$ cat config.mk
export PLATFORM = sky130hd
export DESIGN_NAME = keyed_bit_swap_cipher16
export DESIGN_NICKNAME = d
export VERILOG_FILES = /design/src/hw/rtl/kbsc_pkg.sv /design/src/hw/rtl/kbsc_round.sv /design/src/hw/rtl/kbsc_regs.sv /design/src/hw/rtl/keyed_bit_swap_cipher16.sv
export SDC_FILE = /design/constraint.sdc
export NUM_CORES = 1
export LEC_CHECK = 0
export ABC_CLOCK_PERIOD_IN_PS = 4400
export BUFFER_PORTS_ARGS = -buffer_cell sky130_fd_sc_hd__buf_4
export CAP_MARGIN = 20
export CORE_UTILIZATION = 55
export DETAILED_ROUTE_END_ITERATION = 6
export PLACE_DENSITY = 0.77
export SLEW_MARGIN = 20
export SYNTH_ARGS = -nofsm -noshare
export SYNTH_HDL_FRONTEND = slang
export SYNTH_SLANG_ARGS = --single-unit
$ cat constraint.sdc
create_clock -name i_clk -period 4.4 [get_ports i_clk]
set_input_delay 0.88 -clock i_clk [delete_from_list [all_inputs] [get_ports i_clk]]
set_output_delay 0.88 -clock i_clk [all_outputs]
set_load 0.005 [all_outputs]
$ cat src/hw/rtl/kbsc_pkg.sv
// ----------------------------------------------------------------------------
// kbsc_pkg
// Shared widths, mask tables and the round permutation builder for the
// keyed 16-bit bit swap cipher.
// ----------------------------------------------------------------------------
`default_nettype none

package kbsc_pkg;

    localparam int WORD_BITS  = 16;
    localparam int WORD_IDX_W = $clog2(WORD_BITS);
    localparam int PAIR_COUNT = 8;
    localparam int SEL_BITS   = $clog2(PAIR_COUNT);
    localparam int ROUNDS_MAX = 5;
    localparam int ROUNDS_DEF = 5;
    localparam int KEY_BITS   = SEL_BITS * ROUNDS_MAX;

    // APB register map: 32-bit registers on word addresses; key at word 0, rest reads 0
    localparam int APB_DATA_W = 32;
    localparam int APB_ADDR_W = 3;
    localparam int REG_IDX_W  = APB_ADDR_W - 2;
    localparam logic [REG_IDX_W-1:0] REG_KEY = '0;

    // Mode flag carried in tuser
    localparam logic MODE_ENC = 1'b0;
    localparam logic MODE_DEC = 1'b1;

    typedef logic [WORD_BITS-1:0]  t_word;
    typedef logic [KEY_BITS-1:0]   t_key;
    typedef logic [SEL_BITS-1:0]   t_sel;
    typedef t_word                 t_mask_tbl [PAIR_COUNT];
    typedef logic [WORD_IDX_W-1:0] t_perm [WORD_BITS];

    localparam t_mask_tbl MASK_FROM = '{
        16'd14081, 16'd32173, 16'd18493, 16'd41387,
        16'd55823, 16'd43411, 16'd48593, 16'd11423
    };
    localparam t_mask_tbl MASK_TO = '{
        16'd57859, 16'd49031, 16'd49199, 16'd20011,
        16'd51803, 16'd4973,  16'd57787, 16'd40093
    };

    // Build the source map of one round: out[j] = in[perm[j]].
    // Replay the swap list on bit labels, low pair first or high pair first.
    function automatic t_perm perm_of(input int sel, input logic rev);
        t_perm     p;
        int        fp [WORD_BITS];
        int        tp [WORD_BITS];
        int        nf;
        int        nt;
        int        n;
        int        i;
        logic [WORD_IDX_W-1:0] tmp;
        nf = 0;
        nt = 0;
        for (int b = 0; b < WORD_BITS; b++) begin
            fp[b] = 0;
            tp[b] = 0;
            p[b]  = WORD_IDX_W'(b);
        end
        for (int b = 0; b < WORD_BITS; b++) begin
            if (MASK_FROM[sel][b]) begin
                fp[nf] = b;
                nf++;
            end
            if (MASK_TO[sel][b]) begin
                tp[nt] = b;
                nt++;
            end
        end
        n = (nf < nt) ? nf : nt;
        for (int k = 0; k < WORD_BITS; k++) begin
            if (k < n) begin
                i = rev ? (n - 1 - k) : k;
                tmp       = p[fp[i]];
                p[fp[i]]  = p[tp[i]];
                p[tp[i]]  = tmp;
            end
        end
        return p;
    endfunction

endpackage

`default_nettype wire

$ cat src/hw/rtl/kbsc_round.sv
// ----------------------------------------------------------------------------
// kbsc_round
// One cipher round: eight fixed permutations per direction, picked by three
// key bits and the mode flag.
// ----------------------------------------------------------------------------
`default_nettype none

module kbsc_round (
    input  wire logic            i_mode,
    input  wire kbsc_pkg::t_sel  i_sel,
    input  wire kbsc_pkg::t_word i_word,
    output kbsc_pkg::t_word      o_word
);
    import kbsc_pkg::*;

    t_word cand [2*PAIR_COUNT];

    // Each candidate is pure wiring; the permutation is fixed at elaboration.
    for (genvar d = 0; d < 2; d++) begin : g_dir
        for (genvar s = 0; s < PAIR_COUNT; s++) begin : g_sel
            localparam t_perm P = perm_of(s, 1'(d));
            for (genvar j = 0; j < WORD_BITS; j++) begin : g_bit
                assign cand[d*PAIR_COUNT + s][j] = i_word[P[j]];
            end
        end
    end

    assign o_word = cand[{i_mode, i_sel}];

endmodule

`default_nettype wire

$ cat src/hw/rtl/kbsc_regs.sv
// ----------------------------------------------------------------------------
// kbsc_regs
// APB register file holding the 15-bit cipher key.
// ----------------------------------------------------------------------------
`default_nettype none

module kbsc_regs (
    input  wire logic                            i_clk,
    input  wire logic                            i_rst_n,
    input  wire logic                            psel,
    input  wire logic                            penable,
    input  wire logic                            pwrite,
    input  wire logic [kbsc_pkg::APB_ADDR_W-1:0] paddr,
    input  wire logic [kbsc_pkg::APB_DATA_W-1:0] pwdata,
    output logic      [kbsc_pkg::APB_DATA_W-1:0] prdata,
    output logic                                 pready,
    output kbsc_pkg::t_key                       o_key
);
    import kbsc_pkg::*;

    logic [REG_IDX_W-1:0] reg_idx;
    logic                 wr_en;
    t_key                 r_key;

    assign reg_idx = paddr[APB_ADDR_W-1:2];
    assign pready  = 1'b1;
    assign wr_en   = psel & penable & pwrite & pready;

    always_ff @(posedge i_clk) begin
        if (!i_rst_n) begin
            r_key <= '0;
        end else if (wr_en && reg_idx == REG_KEY) begin
            r_key <= pwdata[KEY_BITS-1:0];
        end
    end

    always_comb begin
        case (reg_idx)
            REG_KEY: prdata = {{(APB_DATA_W-KEY_BITS){1'b0}}, r_key};
            default: prdata = '0;
        endcase
    end

    assign o_key = r_key;

endmodule

`default_nettype wire

$ cat src/hw/rtl/keyed_bit_swap_cipher16.sv
// ----------------------------------------------------------------------------
// keyed_bit_swap_cipher16
// Keyed 16-bit bit-permutation cipher, encrypt or decrypt per item.
// Pipeline: input reg, then all rounds, then result reg; an accepted item
// moves into the result register and leaves when taken; a stall holds both.
// One item per cycle while unstalled; all rounds sit in one combinational pass.
// Reset (synchronous, active low) clears both valid flags and the key to 0.
// ----------------------------------------------------------------------------
`default_nettype none

module keyed_bit_swap_cipher16 #(
    parameter int ROUNDS = kbsc_pkg::ROUNDS_DEF
) (
    input  wire logic                            i_clk,
    input  wire logic                            i_rst_n,
    // stream in
    input  wire logic                            s_axis_tvalid,
    output logic                                 s_axis_tready,
    input  wire logic [15:0]                     s_axis_tdata,  // [15:0] data_word
    input  wire logic [0:0]                      s_axis_tuser,  // [0] mode
    // stream out
    output logic                                 m_axis_tvalid,
    input  wire logic                            m_axis_tready,
    output logic [15:0]                          m_axis_tdata,  // [15:0] result_word
    // APB configuration
    input  wire logic                            psel,
    input  wire logic                            penable,
    input  wire logic                            pwrite,
    input  wire logic [kbsc_pkg::APB_ADDR_W-1:0] paddr,
    input  wire logic [kbsc_pkg::APB_DATA_W-1:0] pwdata,
    output logic      [kbsc_pkg::APB_DATA_W-1:0] prdata,
    output logic                                 pready
);
    import kbsc_pkg::*;

    // Input stage
    logic  r_in_valid;
    logic  r_in_mode;
    t_word r_in_word;

    // Result stage
    logic  r_out_valid;
    t_word r_out_word;
    t_word n_out_word;

    logic  out_free;
    logic  in_free;
    t_key  key;

    // Word after each round; stage 0 is the registered input.
    t_word w_stage [ROUNDS+1];

    // Key register and APB decode
    kbsc_regs u_regs (
        .i_clk   (i_clk),
        .i_rst_n (i_rst_n),
        .psel    (psel),
        .penable (penable),
        .pwrite  (pwrite),
        .paddr   (paddr),
        .pwdata  (pwdata),
        .prdata  (prdata),
        .pready  (pready),
        .o_key   (key)
    );

    // The result register frees when empty or when its item is taken this
    // cycle; the input register frees when empty or when it can hand off downstream.
    assign out_free      = !r_out_valid || m_axis_tready;
    assign in_free       = !r_in_valid || out_free;
    assign s_axis_tready = in_free;

    // Round chain. Encryption walks key slices upward, decryption walks them
    // downward and uses each round's reverse swap order, i.e. its inverse.
    assign w_stage[0] = r_in_word;

    for (genvar r = 0; r < ROUNDS; r++) begin : g_round
        t_sel sel;
        assign sel = (r_in_mode == MODE_DEC) ? key[SEL_BITS*(ROUNDS-1-r) +: SEL_BITS]
                                             : key[SEL_BITS*r +: SEL_BITS];
        kbsc_round u_round (
            .i_mode (r_in_mode),
            .i_sel  (sel),
            .i_word (w_stage[r]),
            .o_word (w_stage[r+1])
        );
    end

    assign n_out_word = w_stage[ROUNDS];

    // Valid flags: advance an item whenever the next stage is free.
    always_ff @(posedge i_clk) begin
        if (!i_rst_n) begin
            r_in_valid  <= 1'b0;
            r_out_valid <= 1'b0;
        end else begin
            if (in_free) begin
                r_in_valid <= s_axis_tvalid;
            end
            if (out_free) begin
                r_out_valid <= r_in_valid;
            end
        end
    end

    // Payload: load on accept, hold while stalled.
    always_ff @(posedge i_clk) begin
        if (in_free && s_axis_tvalid) begin
            r_in_mode <= s_axis_tuser[0];
            r_in_word <= s_axis_tdata;
        end
        if (out_free && r_in_valid) begin
            r_out_word <= n_out_word;
        end
    end

    assign m_axis_tvalid = r_out_valid;
    assign m_axis_tdata  = r_out_word;

endmodule

`default_nettype wire

==> key figures, run 1 <==
Clock network
  • H-tree levels: 2
  • CTS Buffer Depth: 2
  • Total CTS buffers: 5
  • Cts-stage hold buffer count: 0
  • CTS root buffer: clkbuf_16
  • Clk sinks: 50

Synth
  • Syn Std Cell Area: 9874 um2
  • Syn Inst Count: 1454
  • Sequential area share after synthesis: 13.48%
  • EDFF count, synth: 33
  • Synth unique cells: 110
  • Primary FF master, synth: edfxtp_1
  • Post-synth ARST share: 0%
  • Yosys reg bits: 50
  • Syn avg cell area: 6.791 um2
  • Syn. warnings: 0

Global routing
  • Grt ovf: 342
  • Total global-route track usage: 87.84%
  • Largest net degree at the start of global routing: 46

Run status
  • Log Error: [ERROR GRT-0232] Routing congestion too high. Check the congestion heatmap in the GUI.
  • Outcome: stopped before the end
  • Failing step: 5_1_grt

STA
  • Worst_ep grt: m_axis_tdata[1]$_DFFE_PP_/D
  • Worst EP kind: register data pin

Place
  • Post-DP HPWL: 37.35 mm
  • Port Buffers: 72
  • Global placer's final weighted congestion: 1.164

Floorplanning
  • Die height: 136.0 um
  • DIE WIDTH: 136.0 um
  • Starting Density: 56.70%
  • I/O Pins: 110
  • Num rows: 48
## per-layer routing
metal	GRT usage (%)	GRT overflow
met1	86.60	11
met5	44.17	1
met3	73.49	13
met4	93.64	110
met2	102.1	207
## per-stage QoR
step	cells	hold slack (ps)	area (um2)	TNS, ps	worst slack (ps)
floorplan	1470	400.3	9935	0	4.137
global placement	2057	402.1	13380	-7212	-612.4
detailed placement	2057	418.1	13380	-8752	-678.3
CTS	2107	430.0	14860	-4860	-396.7
## logic make-up after synthesis
group,count (synthesis),share of synthesized area (%)
compound gates,569,42.37
xor+xnor,13,1.153
buf+inv,167,8.350
flops,50,13.48
mux,40,4.562
other cells,2,0.07605
simple gates,613,30.01
## timing repair
action                                 in CTS
buffers inserted                           42
cloned                                      3
gates resized for setup                   204
endpoints found under the hold margin       0
pin swaps                                  90
setup endpoints to repair                  15
## cells in the mapped netlist (20+ instances only)
cell type | number | share of area [%]
mux2i_1 | 26 | 2.6
a221oi_1 | 20 | 1.8
a21oi_1 | 105 | 5.3
nand3_1 | 52 | 2.6
o21ai_0 | 69 | 3.5
edfxtp_1 | 33 | 10
o211ai_1 | 33 | 2.5
clkbuf_1 | 74 | 2.8
buf_4 | 30 | 2.3
nor3_1 | 42 | 2.1
a31oi_1 | 20 | 1.3
nor2b_1 | 40 | 2.5
nor2_1 | 167 | 6.3
buf_2 | 20 | 1.0
a211oi_1 | 38 | 2.9
o31ai_1 | 22 | 1.7
nand2_1 | 178 | 6.8
==> run 2, diff against run 1 <==
--- a/config.mk
+++ b/config.mk
@@ -5,12 +5,12 @@
 export SDC_FILE = /design/constraint.sdc
 export NUM_CORES = 1
 export LEC_CHECK = 0
-export ABC_CLOCK_PERIOD_IN_PS = 4400
+export ABC_CLOCK_PERIOD_IN_PS = 5700
 export BUFFER_PORTS_ARGS = -buffer_cell sky130_fd_sc_hd__buf_4
 export CAP_MARGIN = 20
-export CORE_UTILIZATION = 55
+export CORE_UTILIZATION = 40
 export DETAILED_ROUTE_END_ITERATION = 6
-export PLACE_DENSITY = 0.77
+export PLACE_DENSITY_LB_ADDON = 0.15
 export SLEW_MARGIN = 20
 export SYNTH_ARGS = -nofsm -noshare
 export SYNTH_HDL_FRONTEND = slang
==> constraint.sdc (replaced) <==
create_clock -name i_clk -period 5.7 [get_ports i_clk]
set_input_delay 1.14 -clock i_clk [delete_from_list [all_inputs] [get_ports i_clk]]
set_output_delay 1.14 -clock i_clk [all_outputs]
set_load 0.005 [all_outputs]
==> key figures, run 2 <==
Clock network
  • Clock slew at reported path FFs: 80 ps
  • CTS Buffer Depth: 2 (unchanged)
  • Clk sinks: 50 (unchanged)
  • CTS tree: yes
  • H-tree levels: 2 (unchanged)
  • Later-pin clock latency in the skew report: 300 ps
  • CTS root buffer: clkbuf_16
  • Total CTS buffers: 5 (unchanged)

Power and ir drop
  • Clock power frac: 20.8%
  • Pint: 0.001013 W
  • Leak Pwr: 4.422 nW
  • Logic pwr share: 54.5%
  • Switching power: 0.0007771 W
  • Sw frac: 43.41%
  • Seq pwr share: 24.7%
  • Final Power: 0.001790 W
  • Worst ir drop on vdd: 0.0001248 V
  • P per Cell Area: 152.6 nW/um2

Finish
  • Most common cell after layout, fill and taps aside: buf_4
  • Layout cells sized above 1: 20.51%
  • Most frequent cells in the layout: buf_4 (239), nand2_1 (178), nor2_1 (167)
  • Final #Nets: 1633
  • Final Cell Area: 11730 um2
  • Fin util: 48.37%
  • Area Growth Syn to Fin: 18.79%

Synth
  • Primary FF master, synth: edfxtp_1
  • Syn avg cell area: 6.791 um2 (unchanged)
  • Count leader, synth: nand2_1
  • Synth unique cells: 110 (unchanged)
  • Sequential area share after synthesis: 13.48% (unchanged)
  • Synth top area cells: edfxtp_1 (10%), nand2_1 (6.8%), nor2_1 (6.3%)
  • Post-synth top area cell: edfxtp_1
  • Syn Inst Count: 1454 (unchanged)
  • EDFF count, synth: 33 (unchanged)
  • Top cells by instance count after synthesis: nand2_1 (178), nor2_1 (167), a21oi_1 (105), clkbuf_1 (74), o21ai_0 (69)
  • Yosys top cell area share: 10.04% (unchanged)
  • Syn Std Cell Area: 9874 um2 (unchanged)
  • Yosys reg bits: 50 (unchanged)
  • Syn. warnings: 0 (unchanged)
  • Post-synth ARST share: 0% (unchanged)

Floorplanning
  • Starting Density: 40.72% (-16 points)
  • DIE WIDTH: 159.1 um (+17%)
  • I/O Pins: 110 (unchanged)
  • Num rows: 57 (+19%)
  • Die height: 159.1 um (+17%)
  • Die area: 25320 um2
  • Core Area: 24250 um2

Setup path
  • Crit path DAT: 5770 ps
  • Reg-to-reg setup timing slack: 110 ps
  • CP peak stage delay: 620 ps
  • CP required: 5880 ps
  • Crit path cell chain: buf_12 > inv_2 > mux2i_1 > a211oi_2 > or4_1 > a31oi_1 > nor2_1 > buf_4 > o221ai_1 > o211ai_1 > o311ai_1 > buf_4 > o31ai_1 > a221oi_1 > buf_4 > a31oi_1 > o22ai_1 > a211oi_1 > a2111oi_1 > buf_4
  • WS Path Type: reg2reg
  • CP most frequent cell: buf_4
  • CP delay by family, top: compound AO/OA/AOI/OAI gates
  • Worst path slowest cell: a31oi_1
  • Bufs and invs on worst path: 6
  • CP startpoint kind: flop
  • Crit end category: flop
  • Worst-path fanout max: 46

Routing
  • Drt drc: 0
  • DRT iter0 DRCs: 1935
  • WL per Instance: 25.76 um
  • Vias per cell: 6.999
  • Drt first pass iters: 6
  • DR vias: 13.30k
  • Drt total wl: 48.94 mm
  • Routed Antenna Nets: 0

STA
  • Worst Tran Pin Value: 875.6 ps
  • Final min period: 5588 ps
  • Max Freq: 179.0 MHz
  • Hold Fails Final Rpt: 0
  • Slew Viols, Final: 0
  • Clk_skew: 6.253 ps
  • Hold Slack: 431.4 ps
  • Slew margin rel.: 41.01%
  • RSZ-0062 raised after global routing: true
  • Tcrit/Tclk final: 98.03%
  • # setup viols final: 0

Place
  • Post-DP HPWL: 36.80 mm (-1.5%)
  • Dpl cell area: 11480 um2 (-14%)
  • Port Buffers: 72 (unchanged)
  • Global placer's final weighted congestion: 1.035 (-11%)

Global routing
  • First-pass GRT wire length: 73.78 mm
  • Antenna violations before repair: 1
  • Largest net degree at the start of global routing: 47
  • Grt ovf: 0
  • Vias in the first global route: 11.96k
  • Total global-route track usage: 37.08%

Worst hold path
  • Hold Crit Class: reg2reg

Job
  • Max Cap Violations: 0

Run status
  • Outcome: finished clean
run 2: cell counts after synthesis:
No cell type changed its count.
run 2: power groups by stage:
stage / registers [W] / clock network, W / logic, W
after floorplan: 0.000431 / 0 / 0.000557
after global placement: 0.000449 / 0 / 0.000935
after detailed placement: 0.000450 / 0 / 0.000931
after CTS: 0.000442 / 0.000377 / 0.000934
after global routing: 0.000445 / 0.000387 / 0.00103
final: 0.000443 / 0.000372 / 0.000976
run 2: stage by stage:
stage	instances	TNS (ps)	setup slack, ps
after floorplan	1470	0	1238
after global placement	1889	0	70.90
after detailed placement	1889	0	129.8
after CTS	1897	0	104.2
after global routing	1900	-26.93	-26.93
final	1900	0	112.2
run 2: logic make-up (layout without fill, tap and decap cells):
family,after synthesis,count (layout),synth area share (%)
flip-flops,50,50,13.48
XOR/XNOR,13,13,1.153
AO/OA/AOI/OAI,569,569,42.37
other,2,19,0.07605
multiplexers,40,40,4.562
buffers and inverters,167,272,8.350
AND/OR/NAND/NOR,613,613,30.01
run 2: path summary, 6_finish.rpt:
| path | from | endpoint | depth (start not counted) |
|---|---|---|---|
| worst max-delay path | r_in_mode | m_axis_tdata[11] | 20 |
| worst min-delay path | r_in_word[0] | m_axis_tdata[0] | 0 |
| worst max register to register | r_in_mode | m_axis_tdata[11] | 20 |
| worst min register to register | r_in_word[0] | m_axis_tdata[0] | 0 |
run 2: timing repair:
action / CTS / global route
endpoints found under the setup margin: 0 / 14
hold buffers: 0 / 0
gates resized for setup: 0 / 13
buffers inserted: 0 / 2
run 2: final cells by class:
cell class	instances	area, um2
fillers	2529	12520
multi-input cells	1253	7845
repair buffers	244	1894
flip-flops and latches	50	1334
well taps	324	405.4
clock buffers	5	125.1
inverters	20	75.07
clock inverters	3	48.80
diodes	1	2.502
run 2: metal layers:
layer	GRT usage (%)	share of wire, %
met2	56.70	43
met1	50.87	40
met4	15.95	4.5
met5	0	0
met3	6.721	12
(Power assumes the default switching activity.)
